### src/ops_pkg.sv
// package for the output pattern sequencer: constants, command and entry types, states
`timescale 1ns / 1ps
`default_nettype none

package ops_pkg;

    localparam int CHANNEL_COUNT_DEF = 5;
    localparam int PATTERN_DEPTH_DEF = 64;
    localparam int QUEUE_DEPTH       = 2;

    localparam int CH_W     = 3;
    localparam int ADDR_W   = 6;
    localparam int MS_W     = 16;
    localparam int PERIOD_W = 16;
    localparam int COUNT_W  = 26;
    localparam int MASK_W   = 8;

    localparam logic [PERIOD_W-1:0] TICK_PERIOD_RESET = 16'd1000;
    localparam logic [9:0]          MS_TO_US          = 10'd1000;

    localparam logic [1:0] OPC_WRITE = 2'd0;
    localparam logic [1:0] OPC_START = 2'd1;
    localparam logic [1:0] OPC_TICK  = 2'd2;

    localparam logic [1:0] KIND_TIMED = 2'd0;
    localparam logic [1:0] KIND_LOOP  = 2'd1;

    typedef enum logic [1:0] {
        OP_WRITE,
        OP_START,
        OP_TICK,
        OP_NOP
    } t_op;

    typedef struct packed {
        logic [MS_W-1:0] ms;
        logic [1:0]      kind;
        logic            level;
    } t_entry;

    typedef struct packed {
        t_op               op;
        logic [CH_W-1:0]   ch;
        logic [ADDR_W-1:0] addr;
        t_entry            entry;
    } t_cmd;

    typedef enum logic [3:0] {
        S_IDLE,
        S_ENTER_RD,
        S_ENTER_USE,
        S_TICK_CH,
        S_TICK_USE,
        S_MUL,
        S_DIV_GO,
        S_DIV_WAIT,
        S_NEXT,
        S_RESULT
    } t_state;

endpackage

`default_nettype wire

### src/ops_if.sv
// channel interfaces: command in, result out, configuration write
`timescale 1ns / 1ps
`default_nettype none

interface ops_cmd_if;
    logic        valid;
    logic        ready;
    logic [1:0]  opcode;
    logic [2:0]  channel;
    logic [5:0]  entry_address;
    logic        entry_level;
    logic [1:0]  entry_kind;
    logic [15:0] entry_duration_ms;

    modport source (output valid, opcode, channel, entry_address, entry_level,
                    entry_kind, entry_duration_ms, input ready);
    modport sink (input valid, opcode, channel, entry_address, entry_level,
                  entry_kind, entry_duration_ms, output ready);
endinterface

interface ops_res_if;
    logic       valid;
    logic       ready;
    logic [7:0] output_levels;
    logic [7:0] running_mask;

    modport source (output valid, output_levels, running_mask, input ready);
    modport sink (input valid, output_levels, running_mask, output ready);
endinterface

interface ops_cfg_if;
    logic        valid;
    logic        ready;
    logic [15:0] tick_period_us;

    modport source (output valid, tick_period_us, input ready);
    modport sink (input valid, tick_period_us, output ready);
endinterface

`default_nettype wire

### src/ops_ram.sv
// generic single write port ram with registered read
`timescale 1ns / 1ps
`default_nettype none

module ops_ram #(
    parameter int WIDTH = 19,
    parameter int DEPTH = 64
) (
    input  wire logic                     i_clk,
    input  wire logic                     i_we,
    input  wire logic [$clog2(DEPTH)-1:0] i_waddr,
    input  wire logic [WIDTH-1:0]         i_wdata,
    input  wire logic [$clog2(DEPTH)-1:0] i_raddr,
    output      logic [WIDTH-1:0]         o_rdata
);

    logic [WIDTH-1:0] r_mem [DEPTH];

    always_ff @(posedge i_clk) begin
        if (i_we) begin
            r_mem[i_waddr] <= i_wdata;
        end
        o_rdata <= r_mem[i_raddr];
    end

endmodule

`default_nettype wire

### src/ops_front.sv
// command front end: accepts and classifies commands into a short queue
`timescale 1ns / 1ps
`default_nettype none

module ops_front import ops_pkg::*; #(
    parameter int CHANNEL_COUNT = CHANNEL_COUNT_DEF,
    parameter int PATTERN_DEPTH = PATTERN_DEPTH_DEF
) (
    input  wire logic  i_clk,
    input  wire logic  i_rst_n,
    ops_cmd_if.sink    i_cmd,
    output      logic  o_q_valid,
    output      t_cmd  o_q_cmd,
    input  wire logic  i_q_pop
);

    localparam int QPW = (QUEUE_DEPTH > 1) ? $clog2(QUEUE_DEPTH) : 1;
    localparam int QCW = $clog2(QUEUE_DEPTH + 1);

    logic [QCW-1:0] r_count, n_count;
    logic [QPW-1:0] r_wr_ptr, r_rd_ptr;
    t_cmd           r_q [QUEUE_DEPTH];
    t_cmd           cls;
    logic           push;

    function automatic logic [ADDR_W-1:0] wrap_addr(input logic [ADDR_W-1:0] a);
        logic [ADDR_W-1:0] w;
        w = a;
        for (int k = 1; k * PATTERN_DEPTH < (1 << ADDR_W); k++) begin
            if (a >= ADDR_W'(k * PATTERN_DEPTH)) begin
                w = a - ADDR_W'(k * PATTERN_DEPTH);
            end
        end
        return w;
    endfunction

    always_comb begin
        cls.ch          = i_cmd.channel;
        cls.addr        = wrap_addr(i_cmd.entry_address);
        cls.entry.level = i_cmd.entry_level;
        cls.entry.kind  = i_cmd.entry_kind;
        cls.entry.ms    = i_cmd.entry_duration_ms;
        unique case (i_cmd.opcode)
            OPC_WRITE: cls.op = OP_WRITE;
            OPC_START: begin
                cls.op = ({1'b0, i_cmd.channel} < (CH_W + 1)'(CHANNEL_COUNT)) ? OP_START
                                                                              : OP_NOP;
            end
            OPC_TICK:  cls.op = OP_TICK;
            default:   cls.op = OP_NOP;
        endcase
    end

    assign i_cmd.ready = (r_count != QCW'(QUEUE_DEPTH));
    assign push        = i_cmd.valid && i_cmd.ready;
    assign o_q_valid   = (r_count != '0);
    assign o_q_cmd     = r_q[r_rd_ptr];

    always_comb begin
        n_count = r_count;
        case ({push, i_q_pop})
            2'b10:   n_count = r_count + QCW'(1);
            2'b01:   n_count = r_count - QCW'(1);
            default: n_count = r_count;
        endcase
    end

    always_ff @(posedge i_clk) begin
        if (!i_rst_n) begin
            r_count  <= '0;
            r_wr_ptr <= '0;
            r_rd_ptr <= '0;
        end else begin
            r_count <= n_count;
            if (push) begin
                r_wr_ptr <= (r_wr_ptr == QPW'(QUEUE_DEPTH - 1)) ? '0 : r_wr_ptr + QPW'(1);
            end
            if (i_q_pop) begin
                r_rd_ptr <= (r_rd_ptr == QPW'(QUEUE_DEPTH - 1)) ? '0 : r_rd_ptr + QPW'(1);
            end
        end
    end

    always_ff @(posedge i_clk) begin
        if (push) begin
            r_q[r_wr_ptr] <= cls;
        end
    end

endmodule

`default_nettype wire

### src/ops_div.sv
// restoring divider, one quotient bit per cycle, zero divisor taken as one
`timescale 1ns / 1ps
`default_nettype none

module ops_div import ops_pkg::*; (
    input  wire logic                i_clk,
    input  wire logic                i_rst_n,
    input  wire logic                i_start,
    input  wire logic [COUNT_W-1:0]  i_dividend,
    input  wire logic [PERIOD_W-1:0] i_divisor,
    output      logic                o_done,
    output      logic [COUNT_W-1:0]  o_quotient
);

    localparam int SCW = $clog2(COUNT_W);

    logic                r_busy;
    logic                r_done;
    logic [SCW-1:0]      r_step;
    logic [PERIOD_W-1:0] r_rem;
    logic [PERIOD_W-1:0] r_div;
    logic [COUNT_W-1:0]  r_quo;
    logic [PERIOD_W:0]   shifted;
    logic [PERIOD_W+1:0] diff;

    assign shifted    = {r_rem, r_quo[COUNT_W-1]};
    assign diff       = {1'b0, shifted} - {2'b00, r_div};
    assign o_done     = r_done;
    assign o_quotient = r_quo;

    always_ff @(posedge i_clk) begin
        if (!i_rst_n) begin
            r_busy <= 1'b0;
            r_done <= 1'b0;
            r_step <= '0;
        end else begin
            r_done <= 1'b0;
            if (i_start) begin
                r_busy <= 1'b1;
                r_step <= '0;
            end else if (r_busy) begin
                r_step <= r_step + SCW'(1);
                if (r_step == SCW'(COUNT_W - 1)) begin
                    r_busy <= 1'b0;
                    r_done <= 1'b1;
                end
            end
        end
    end

    always_ff @(posedge i_clk) begin
        if (i_start) begin
            r_rem <= '0;
            r_quo <= i_dividend;
            r_div <= (i_divisor == '0) ? PERIOD_W'(1) : i_divisor;
        end else if (r_busy) begin
            r_rem <= diff[PERIOD_W+1] ? shifted[PERIOD_W-1:0] : diff[PERIOD_W-1:0];
            r_quo <= {r_quo[COUNT_W-2:0], ~diff[PERIOD_W+1]};
        end
    end

endmodule

`default_nettype wire

### src/ops_back.sv
// execution back end: pattern store, channel state, sequencer and result register
`timescale 1ns / 1ps
`default_nettype none

module ops_back import ops_pkg::*; #(
    parameter int CHANNEL_COUNT = CHANNEL_COUNT_DEF,
    parameter int PATTERN_DEPTH = PATTERN_DEPTH_DEF
) (
    input  wire logic                i_clk,
    input  wire logic                i_rst_n,
    input  wire logic                i_q_valid,
    input  wire t_cmd                i_q_cmd,
    output      logic                o_q_pop,
    input  wire logic [PERIOD_W-1:0] i_tick_period_us,
    ops_res_if.source                o_res
);

    localparam int CW = (CHANNEL_COUNT > 1) ? $clog2(CHANNEL_COUNT) : 1;
    localparam int AW = $clog2(PATTERN_DEPTH);

    t_state r_state, n_state;

    logic [CHANNEL_COUNT-1:0] r_level;
    logic [CHANNEL_COUNT-1:0] r_active;
    logic [AW-1:0]            r_start [CHANNEL_COUNT];
    logic [AW-1:0]            r_next  [CHANNEL_COUNT];
    logic [COUNT_W-1:0]       r_count [CHANNEL_COUNT];

    logic [CW-1:0]      r_ch;
    logic [AW-1:0]      r_sa;
    logic               r_is_tick;
    logic [MS_W-1:0]    r_ms;
    logic [COUNT_W-1:0] r_prod;

    logic               r_out_valid;
    logic [MASK_W-1:0]  r_levels;
    logic [MASK_W-1:0]  r_running;

    logic [CW-1:0]      cmd_ch;
    logic [AW-1:0]      cmd_addr;
    logic               start_skip;
    logic               ram_we;
    logic [AW-1:0]      ram_raddr;
    t_entry             rd_entry;
    logic               div_start;
    logic               div_done;
    logic [COUNT_W-1:0] div_quo;
    logic               out_free;
    logic               out_load;
    logic               last_ch;
    logic               expire;
    logic [MASK_W-1:0]  levels_now;
    logic [MASK_W-1:0]  running_now;

    function automatic logic [AW-1:0] inc_addr(input logic [AW-1:0] a);
        logic [AW:0] s;
        s = {1'b0, a} + (AW + 1)'(1);
        return (s == (AW + 1)'(PATTERN_DEPTH)) ? '0 : s[AW-1:0];
    endfunction

    ops_ram #(
        .WIDTH($bits(t_entry)),
        .DEPTH(PATTERN_DEPTH)
    ) u_store (
        .i_clk  (i_clk),
        .i_we   (ram_we),
        .i_waddr(cmd_addr),
        .i_wdata(i_q_cmd.entry),
        .i_raddr(ram_raddr),
        .o_rdata(rd_entry)
    );

    ops_div u_div (
        .i_clk     (i_clk),
        .i_rst_n   (i_rst_n),
        .i_start   (div_start),
        .i_dividend(r_prod),
        .i_divisor (i_tick_period_us),
        .o_done    (div_done),
        .o_quotient(div_quo)
    );

    assign cmd_ch     = i_q_cmd.ch[CW-1:0];
    assign cmd_addr   = i_q_cmd.addr[AW-1:0];
    assign start_skip = r_active[cmd_ch] && (r_start[cmd_ch] == cmd_addr);
    assign out_free   = !r_out_valid || o_res.ready;
    assign last_ch    = (r_ch == CW'(CHANNEL_COUNT - 1));
    assign expire     = (r_count[r_ch] == COUNT_W'(1));

    always_comb begin
        levels_now  = '0;
        running_now = '0;
        for (int i = 0; i < CHANNEL_COUNT; i++) begin
            levels_now[i]  = r_level[i];
            running_now[i] = r_active[i] && (r_count[i] != '0);
        end
    end

    // next state
    always_comb begin
        n_state = r_state;
        unique case (r_state)
            S_IDLE: begin
                if (i_q_valid) begin
                    unique case (i_q_cmd.op)
                        OP_START: n_state = start_skip ? S_RESULT : S_ENTER_RD;
                        OP_TICK:  n_state = S_TICK_CH;
                        default:  n_state = S_RESULT;
                    endcase
                end
            end
            S_ENTER_RD:  n_state = S_ENTER_USE;
            S_ENTER_USE: begin
                if (rd_entry.kind == KIND_TIMED) begin
                    n_state = S_MUL;
                end else begin
                    n_state = r_is_tick ? S_NEXT : S_RESULT;
                end
            end
            S_TICK_CH:   n_state = (expire && r_active[r_ch]) ? S_TICK_USE : S_NEXT;
            S_TICK_USE: begin
                if (rd_entry.kind == KIND_TIMED) begin
                    n_state = S_MUL;
                end else if (rd_entry.kind == KIND_LOOP) begin
                    n_state = S_ENTER_RD;
                end else begin
                    n_state = S_NEXT;
                end
            end
            S_MUL:       n_state = S_DIV_GO;
            S_DIV_GO:    n_state = S_DIV_WAIT;
            S_DIV_WAIT: begin
                if (div_done) begin
                    n_state = r_is_tick ? S_NEXT : S_RESULT;
                end
            end
            S_NEXT:      n_state = last_ch ? S_RESULT : S_TICK_CH;
            S_RESULT:    n_state = out_free ? S_IDLE : S_RESULT;
            default:     n_state = S_IDLE;
        endcase
    end

    // control outputs
    always_comb begin
        o_q_pop   = (r_state == S_IDLE) && i_q_valid;
        ram_we    = o_q_pop && (i_q_cmd.op == OP_WRITE);
        ram_raddr = (r_state == S_TICK_CH) ? r_next[r_ch] : r_sa;
        div_start = (r_state == S_DIV_GO);
        out_load  = (r_state == S_RESULT) && out_free;
    end

    always_ff @(posedge i_clk) begin
        if (!i_rst_n) begin
            r_state <= S_IDLE;
        end else begin
            r_state <= n_state;
        end
    end

    always_ff @(posedge i_clk) begin
        if (!i_rst_n) begin
            r_level     <= '0;
            r_active    <= '0;
            r_out_valid <= 1'b0;
            r_ch        <= '0;
            r_is_tick   <= 1'b0;
            for (int i = 0; i < CHANNEL_COUNT; i++) begin
                r_start[i] <= '0;
                r_next[i]  <= '0;
                r_count[i] <= '0;
            end
        end else begin
            if (out_load) begin
                r_out_valid <= 1'b1;
            end else if (o_res.valid && o_res.ready) begin
                r_out_valid <= 1'b0;
            end
            case (r_state)
                S_IDLE: begin
                    if (i_q_valid) begin
                        r_ch      <= (i_q_cmd.op == OP_TICK) ? '0 : cmd_ch;
                        r_is_tick <= (i_q_cmd.op == OP_TICK);
                    end
                end
                S_ENTER_USE: begin
                    r_start[r_ch] <= r_sa;
                    r_level[r_ch] <= rd_entry.level;
                    r_next[r_ch]  <= inc_addr(r_sa);
                    if (rd_entry.kind == KIND_TIMED) begin
                        r_active[r_ch] <= 1'b1;
                    end else begin
                        r_active[r_ch] <= 1'b0;
                        r_count[r_ch]  <= '0;
                    end
                end
                S_TICK_CH: begin
                    if (r_count[r_ch] != '0) begin
                        r_count[r_ch] <= r_count[r_ch] - COUNT_W'(1);
                        if (expire && !r_active[r_ch]) begin
                            r_level[r_ch] <= 1'b0;
                        end
                    end
                end
                S_TICK_USE: begin
                    r_next[r_ch] <= inc_addr(r_next[r_ch]);
                    if (rd_entry.kind == KIND_TIMED) begin
                        r_level[r_ch] <= rd_entry.level;
                    end else if (rd_entry.kind != KIND_LOOP) begin
                        r_level[r_ch]  <= rd_entry.level;
                        r_count[r_ch]  <= '0;
                        r_active[r_ch] <= 1'b0;
                    end
                end
                S_DIV_WAIT: begin
                    if (div_done) begin
                        r_count[r_ch] <= div_quo;
                    end
                end
                S_NEXT: begin
                    if (!last_ch) begin
                        r_ch <= r_ch + CW'(1);
                    end
                end
                default: begin
                end
            endcase
        end
    end

    always_ff @(posedge i_clk) begin
        if (r_state == S_IDLE) begin
            r_sa <= cmd_addr;
        end else if (r_state == S_TICK_USE) begin
            r_sa <= r_start[r_ch];
        end
        if (r_state == S_ENTER_USE || r_state == S_TICK_USE) begin
            r_ms <= rd_entry.ms;
        end
        if (r_state == S_MUL) begin
            r_prod <= COUNT_W'(r_ms) * COUNT_W'(MS_TO_US);
        end
        if (out_load) begin
            r_levels  <= levels_now;
            r_running <= running_now;
        end
    end

    assign o_res.valid         = r_out_valid;
    assign o_res.output_levels = r_levels;
    assign o_res.running_mask  = r_running;

endmodule

`default_nettype wire

### src/output_pattern_sequencer_core.sv
// top level of the output pattern sequencer
//
//   port    dir   role
//   i_cmd   in    write entry, start channel, tick (one transfer per command)
//   o_res   out   output_levels and running_mask, one transfer per command
//   i_cfg   in    tick_period_us write, always ready
//
// a command waits in the queue until the sequencer is idle; a write or skipped start then goes straight to the result
// a start reads its first entry; a timed entry then goes through the multiply and the 26-step divider
// a tick visits each channel in turn and loads the next entry of each active channel whose count expires
// a two-entry command queue lets i_cmd take up to two commands while the sequencer works
// the result register holds until taken; the sequencer waits on it, not the queue
// synchronous active-low reset clears channel state; the pattern store is not cleared
`timescale 1ns / 1ps
`default_nettype none

module output_pattern_sequencer_core import ops_pkg::*; #(
    parameter int CHANNEL_COUNT = CHANNEL_COUNT_DEF,
    parameter int PATTERN_DEPTH = PATTERN_DEPTH_DEF
) (
    input  wire logic i_clk,
    input  wire logic i_rst_n,
    ops_cmd_if.sink   i_cmd,
    ops_res_if.source o_res,
    ops_cfg_if.sink   i_cfg
);

    logic [PERIOD_W-1:0] r_tick_period_us;
    logic                q_valid;
    t_cmd                q_cmd;
    logic                q_pop;

    assign i_cfg.ready = 1'b1;

    always_ff @(posedge i_clk) begin
        if (!i_rst_n) begin
            r_tick_period_us <= TICK_PERIOD_RESET;
        end else if (i_cfg.valid) begin
            r_tick_period_us <= i_cfg.tick_period_us;
        end
    end

    ops_front #(
        .CHANNEL_COUNT(CHANNEL_COUNT),
        .PATTERN_DEPTH(PATTERN_DEPTH)
    ) u_front (
        .i_clk    (i_clk),
        .i_rst_n  (i_rst_n),
        .i_cmd    (i_cmd),
        .o_q_valid(q_valid),
        .o_q_cmd  (q_cmd),
        .i_q_pop  (q_pop)
    );

    ops_back #(
        .CHANNEL_COUNT(CHANNEL_COUNT),
        .PATTERN_DEPTH(PATTERN_DEPTH)
    ) u_back (
        .i_clk           (i_clk),
        .i_rst_n         (i_rst_n),
        .i_q_valid       (q_valid),
        .i_q_cmd         (q_cmd),
        .o_q_pop         (q_pop),
        .i_tick_period_us(r_tick_period_us),
        .o_res           (o_res)
    );

endmodule

`default_nettype wire

### src/flat_wrapper.sv
// flat-port wrapper written by rule: the top's interface ports become plain ports
module output_pattern_sequencer_core_flat import ops_pkg::*;
#(
    parameter int CHANNEL_COUNT = CHANNEL_COUNT_DEF,
    parameter int PATTERN_DEPTH = PATTERN_DEPTH_DEF
)
  (i_clk, i_rst_n, i_cmd_valid, i_cmd_opcode, i_cmd_channel, i_cmd_entry_address, i_cmd_entry_level, i_cmd_entry_kind, i_cmd_entry_duration_ms, i_cmd_ready, o_res_valid, o_res_output_levels, o_res_running_mask, o_res_ready, i_cfg_valid, i_cfg_tick_period_us, i_cfg_ready);
  ops_cmd_if i_cmd_i ();
  ops_res_if o_res_i ();
  ops_cfg_if i_cfg_i ();
  input  wire logic i_clk;
  input  wire logic i_rst_n;
  input wire logic [$bits(i_cmd_i.valid)-1:0] i_cmd_valid;
  input wire logic [$bits(i_cmd_i.opcode)-1:0] i_cmd_opcode;
  input wire logic [$bits(i_cmd_i.channel)-1:0] i_cmd_channel;
  input wire logic [$bits(i_cmd_i.entry_address)-1:0] i_cmd_entry_address;
  input wire logic [$bits(i_cmd_i.entry_level)-1:0] i_cmd_entry_level;
  input wire logic [$bits(i_cmd_i.entry_kind)-1:0] i_cmd_entry_kind;
  input wire logic [$bits(i_cmd_i.entry_duration_ms)-1:0] i_cmd_entry_duration_ms;
  output wire logic [$bits(i_cmd_i.ready)-1:0] i_cmd_ready;
  output wire logic [$bits(o_res_i.valid)-1:0] o_res_valid;
  output wire logic [$bits(o_res_i.output_levels)-1:0] o_res_output_levels;
  output wire logic [$bits(o_res_i.running_mask)-1:0] o_res_running_mask;
  input wire logic [$bits(o_res_i.ready)-1:0] o_res_ready;
  input wire logic [$bits(i_cfg_i.valid)-1:0] i_cfg_valid;
  input wire logic [$bits(i_cfg_i.tick_period_us)-1:0] i_cfg_tick_period_us;
  output wire logic [$bits(i_cfg_i.ready)-1:0] i_cfg_ready;
  assign i_cmd_i.valid = i_cmd_valid;
  assign i_cmd_i.opcode = i_cmd_opcode;
  assign i_cmd_i.channel = i_cmd_channel;
  assign i_cmd_i.entry_address = i_cmd_entry_address;
  assign i_cmd_i.entry_level = i_cmd_entry_level;
  assign i_cmd_i.entry_kind = i_cmd_entry_kind;
  assign i_cmd_i.entry_duration_ms = i_cmd_entry_duration_ms;
  assign i_cmd_ready = i_cmd_i.ready;
  assign o_res_valid = o_res_i.valid;
  assign o_res_output_levels = o_res_i.output_levels;
  assign o_res_running_mask = o_res_i.running_mask;
  assign o_res_i.ready = o_res_ready;
  assign i_cfg_i.valid = i_cfg_valid;
  assign i_cfg_i.tick_period_us = i_cfg_tick_period_us;
  assign i_cfg_ready = i_cfg_i.ready;
  output_pattern_sequencer_core #(.CHANNEL_COUNT(CHANNEL_COUNT), .PATTERN_DEPTH(PATTERN_DEPTH)) u_core (.i_clk(i_clk), .i_rst_n(i_rst_n), .i_cmd(i_cmd_i), .o_res(o_res_i), .i_cfg(i_cfg_i));
endmodule
### config.mk
export PLATFORM = sky130hd
export DESIGN_NAME = output_pattern_sequencer_core_flat
export DESIGN_NICKNAME = d
export VERILOG_FILES = /design/src/ops_pkg.sv /design/src/ops_if.sv /design/src/ops_ram.sv /design/src/ops_front.sv /design/src/ops_div.sv /design/src/ops_back.sv /design/src/output_pattern_sequencer_core.sv /design/src/flat_wrapper.sv
export SDC_FILE = /design/constraint.sdc
export NUM_CORES = 2
export LEC_CHECK = 0
export BUFFER_PORTS_ARGS = -buffer_cell sky130_fd_sc_hd__clkbuf_2
export CAP_MARGIN = 20
export CORE_ASPECT_RATIO = 0.6
export CORE_UTILIZATION = 40
export CTS_CLUSTER_SIZE = 40
export DETAILED_ROUTE_END_ITERATION = 10
export PLACE_DENSITY = 0.54
export RECOVER_POWER = 50
export SYNTH_ARGS = -nofsm -noshare
export SYNTH_HDL_FRONTEND = slang
export SYNTH_HIERARCHICAL = 1
export SYNTH_SLANG_ARGS = --single-unit
### constraint.sdc
create_clock -name i_clk -period 6.85 [get_ports i_clk]
set_input_delay 1.37 -clock i_clk [delete_from_list [all_inputs] [get_ports i_clk]]
set_output_delay 1.37 -clock i_clk [all_outputs]
set_load 0.05 [all_outputs]
After elaboration in Yosys (flattened, before gate mapping) --
Memories as Yosys holds them, arrays and structs flattened. A register that Yosys moved wholly into a read port is not among the register bits. Index checks and enable logic that the tools add are counted.
Storage, ports and cells: word-level logic and storage cells 232, bits in writable memories 1466, register bits 159, input port bits 51, memories 5
Memories:
- u_core.u_back.u_store.r_mem | depth 64, width 19, read ports 1, clocked after Yosys merged registers in 1, write ports 1, RTL line ops_ram.sv:17 | logic [WIDTH-1:0] r_mem [DEPTH];
- u_core.u_back.r_count | depth 5, width 26, read ports 6, clocked after Yosys merged registers in 1, write ports 5, RTL line ops_back.sv:27 | logic [COUNT_W-1:0] r_count [CHANNEL_COUNT];
- u_core.u_front.r_q | depth 2, width 30, read ports 1, clocked after Yosys merged registers in 1, write ports 1, RTL line ops_front.sv:22 | t_cmd r_q [QUEUE_DEPTH];
- u_core.u_back.r_next | depth 5, width 6, read ports 1, clocked after Yosys merged registers in 1, write ports 5, RTL line ops_back.sv:26 | logic [AW-1:0] r_next [CHANNEL_COUNT];
- u_core.u_back.r_start | depth 5, width 6, read ports 2, clocked after Yosys merged registers in 1, write ports 5, RTL line ops_back.sv:25 | logic [AW-1:0] r_start [CHANNEL_COUNT];
Cells by class: $lt $le $gt $ge 4, bitwise gates (word level) 11, muxes and demuxes 100, equal/unequal tests 32, reduce and logical (&&, ||, !) cells 47, add/subtract/negate cells 10, multiply operators 1
Operators with widths (count):
- 26-bit 2-to-1 mux | 6
- 26-bit nonzero test | 6
- 6-bit 2-to-1 mux | 8
- 1-bit 2-to-1 mux | 45
- 4-bit case mux with 10 select lines | 1
- 3-bit 2-to-1 mux | 12
- 4-bit 2-to-1 mux | 9
- 5-bit 2-to-1 mux | 7
- 26-bit by 1-bit == test with 1-bit output (second input constant) | 1
- 26-bit OR reduction | 1
- 26-bit by 1-bit subtractor with 26-bit output (second input constant) | 1
- 16-bit by 7-bit multiplier with 23-bit output (second input constant) | 1
- 17-bit by 16-bit subtractor with 18-bit output | 1
- 4-bit by 3-bit == test with 1-bit output (second input constant) | 4
- 16-bit logical NOT | 1
- 16-bit 2-to-1 mux | 1
- 5-bit case mux with 3 select lines | 1
- 6-bit by 1-bit adder with 7-bit output (second input constant) | 2
- 7-bit == test (second input constant) | 2
- 1-bit logical AND | 14
- 2-bit nonzero test | 7
- 6-bit OR reduction | 2
- 5-bit bitwise AND | 2
- 2-bit inequality test (second input constant) | 5
- 41 further kinds | 65

Logic depth before layout (Yosys ltp) --
depth in word-level cells 10, depth in mapped cells 17, mapped depth without buffers 17

Hierarchy --
The synthesis kept the hierarchy.
Modules (own cells, without submodules):
- ops_ram | instances 1, cells an instance 2113, area an instance 47113.9 µm²
- ops_back | instances 1, cells an instance 1652, area an instance 20872.5 µm²
- ops_div | instances 1, cells an instance 346, area an instance 3652.3 µm²
- ops_front | instances 1, cells an instance 119, area an instance 2399.8 µm²
- output_pattern_sequencer_core | instances 1, cells an instance 53, area an instance 611.8 µm²

Least setup slack after synthesis --
OpenSTA, ideal clock, no wires.
path kind register to register, start point reg u_core.u_back.r_state[1], end point mem u_core.u_back.r_count[6][0], enable pin, setup slack 1.737 ns, arrival time 4.671 ns, stages on the path, launching flop included 8, data required time 6.408 ns, cells stage by stage dfxtp_1 clkbuf_1 xnor2_1 nor3_1 nand2_1 o21bai_1 nor2_1 nor3_1
RTL lines:
- start, declared | RTL line ops_back.sv:21 | t_state r_state, n_state;
- start signal, assigned | RTL line ops_back.sv:156 | r_state <= n_state;
- end, declared | RTL line ops_back.sv:27

==> qor.yml <==
grt_use_met2_pct: 27.1
postCtsSetupBuffers: 0
synth_seq_cells: 1762
start_kind: "register"
wl_per_cell_um: 30.5
final_nets: 4651
worstHoldPathCells: 0
endpoint_kind: "register"
gr-usage-all-layers_pct: 22.7
worstSkewPairLatency_ns: 0.83
slew_violations: 1431
nFillCells: 15900
synthArstFlopShare_pct: 0
period_share_pct: 86.9
drt_wl_total_um: 216000
worstPathArrival_ns: 5.93
outcome: "complete, but fails checks"
worstHoldPathType: "register to register"
yosys-top-cells-area: "edfxtp_1, mux4_2, mux2i_1, dfxtp_1, nor2_1"
met3_usage_pct: 11.0
die_height_um: 337
timing.fmax_mhz: 168
first_iter_violations: 5695
cp_max_fo: 64
placed_area_um2: 78600
cts_resized: 0
antenna_found_initial: 25
critical_path_class: "register to register"
path_clk_slew_ns: 0.06
synth_edf_count: 1677
grt_start_max_net_pins: 65
io_pins: 70
initial_core_util_pct: 40.4
num_vias: 41600
ant_nets: 0
yosysWarnings: 6
syn_area_per_cell_um2: 17.4
place_ws_ns: 1.48
hold_ws_ns: 0.429
violations: "DRC, capacitance limit, slew limit"
synth.yosys.seq_area_share_pct: 69.7
cap_viol_max_count: 26
tightest_slew_ns: 3.94
grt.busiest_layer: "met1"
multiInputGateArea_um2: 21100
core_um2: 185000
chipWidth_um: 560
fp.dieArea_um2: 188000
drive_above_1_share_pct: 20.8
p_leak_nw: 27.4
post-route-min-period_ns: 5.95
grt_pass1_vias: 39400
cts_tree: "built"
drc_errors: 6
cts.hold.buffers_added: 0
dp_hpwl_um: 143000
layout_commonest_cell: "edfxtp_1"
ys.flop_type: "edfxtp_1"
cts_root_buf: "clkbuf_16"
met1_usage_pct: 36.2
synth_top_area_share_pct: 67.5
final_cell_mix: "edfxtp_1, mux4_2, nor2_1, mux2i_1, clkbuf_16"
gp_congestion: 0.928
synth_area_um2: 74700
ys_types: 94
yosysTopAreaCell: "edfxtp_1"
maxSlewHeadroom_pct: -163
row_count: 122
rsz0062_at_grt: "no"
final_area_um2: 83900
worstPathRequired_ns: 6.83
syn_inst: 4283
clk_path_buf_depth: 4
finalWorstSetupSlack_ns: 0.898
viasPerCell: 5.88
setup_viol: 0
final_util_pct: 45.4
rr_worst_depth: 3
powerDensity_nw_per_um2: 463
final-hold-violation-count: 0
clock_skew_ns: 0.0797
register_area_um2: 52100
numCtsBuffers: 176
vdd_ir_drop_max_v: 0.000561
tns_ns: 0
syn_to_final_growth_pct: 12.4
firstDrtPassIters: 8
cts.sinks: 1762
portBuffers: 62
grt_overflow_total: 0
htree_levels: 4
grt_pass1_wl_um: 302000
logic make-up after synthesis:
group	Yosys count	share of synthesized area, %
adder cells (fa/ha/maj)	133	2.76
flip-flops	1762	69.7
AND/OR/NAND/NOR	797	5.22
other	2	0.0101
AO/OA/AOI/OAI	502	4.51
buffers and inverters	389	2.45
multiplexers	637	14.6
XOR/XNOR	61	0.716
report_power, final:
| part | switching, mW | internal (mW) | leakage, nW |
|---|---|---|---|
| Combinational | 9.62 | 6.14 | 8.68 |
| Clock | 4.12 | 5.28 | 2.65 |
| Sequential | 0.548 | 13.2 | 16.1 |
| Total | 14.3 | 24.6 | 27.4 |
worst max-delay path: stages (launching register included):
cell      delay [ns]
dfxtp_1         0.53
clkbuf_1        1.39
mux2_2          0.37
clkbuf_1        2.75
layer usage:
layer | share of wire, % | up-vias | wire length, µm
li1 | - | 17400 | -
met1 | 48 | 21900 | 103000
met2 | 36 | 2062 | 78600
met3 | 15 | 228 | 31800
met4 | 1.3 | 12 | 2810
met5 | 0.091 | - | 197
final cells by class:
type	count	share of cell area, %
Clock inverter	84	0.938
Multi-Input combinational cell	2140	25.2
Tap cell	2480	3.70
Clock buffer	224	5.53
Timing Repair Buffer	245	1.95
Sequential cell	1762	62.1
Inverter	142	0.635
Antenna cell	5	0.0149
cells in the mapped netlist (25+ instances only):
master and instances:
mux2_2 84, and3_1 63, fa_1 53, buf_2 63, a211oi_1 32, clkbuf_1 118
o21ai_0 85, inv_1 141, nor4_1 43, xor2_1 25, o22ai_1 41, a21oi_1 101
buf_4 33, a22oi_1 60, mux2i_1 199, mux4_2 352, a31oi_1 34, edfxtp_1 1677
nand3_1 62, nor2b_1 28, ha_1 80, nor3_1 74, nand2_1 111, nor2_1 305
xnor2_1 36, dfxtp_1 85
registers in the layout, indices dropped and copies added (netlist names), 19 cells and up, named ones only:
signal / cells
u_core/u_back/r_count: 208
u_core/u_back/r_next: 48
u_core/u_back/r_prod: 23
u_core/u_back/r_start: 48
u_core/u_back/u_div/o_quotient: 26
u_core/u_back/u_store/o_rdata: 19
u_core/u_back/u_store/r_mem: 1216
u_core/u_front/r_q: 60
path summary, 6_finish.rpt:
path              slack [ns]                                    to                      from
hold / removal          0.43  u_core/u_back/o_res.output_levels[0]  u_core/u_back/r_level[0]
setup / recovery        0.90   u_core/u_back/u_store/r_mem[27][12]                  register
hold reg to reg         0.43  u_core/u_back/o_res.output_levels[0]  u_core/u_back/r_level[0]
setup reg to reg        0.90   u_core/u_back/u_store/r_mem[27][12]                  register
stage by stage:
step                      power (mW)  cells
after global placement          29.4   6751
final                           38.9   7082
after CTS                       38.9   7064
after global routing            41.0   7078
after detailed placement        29.4   6756
after floorplan                 24.4   4291
Note: power is estimated with default switching activity, not from simulation.
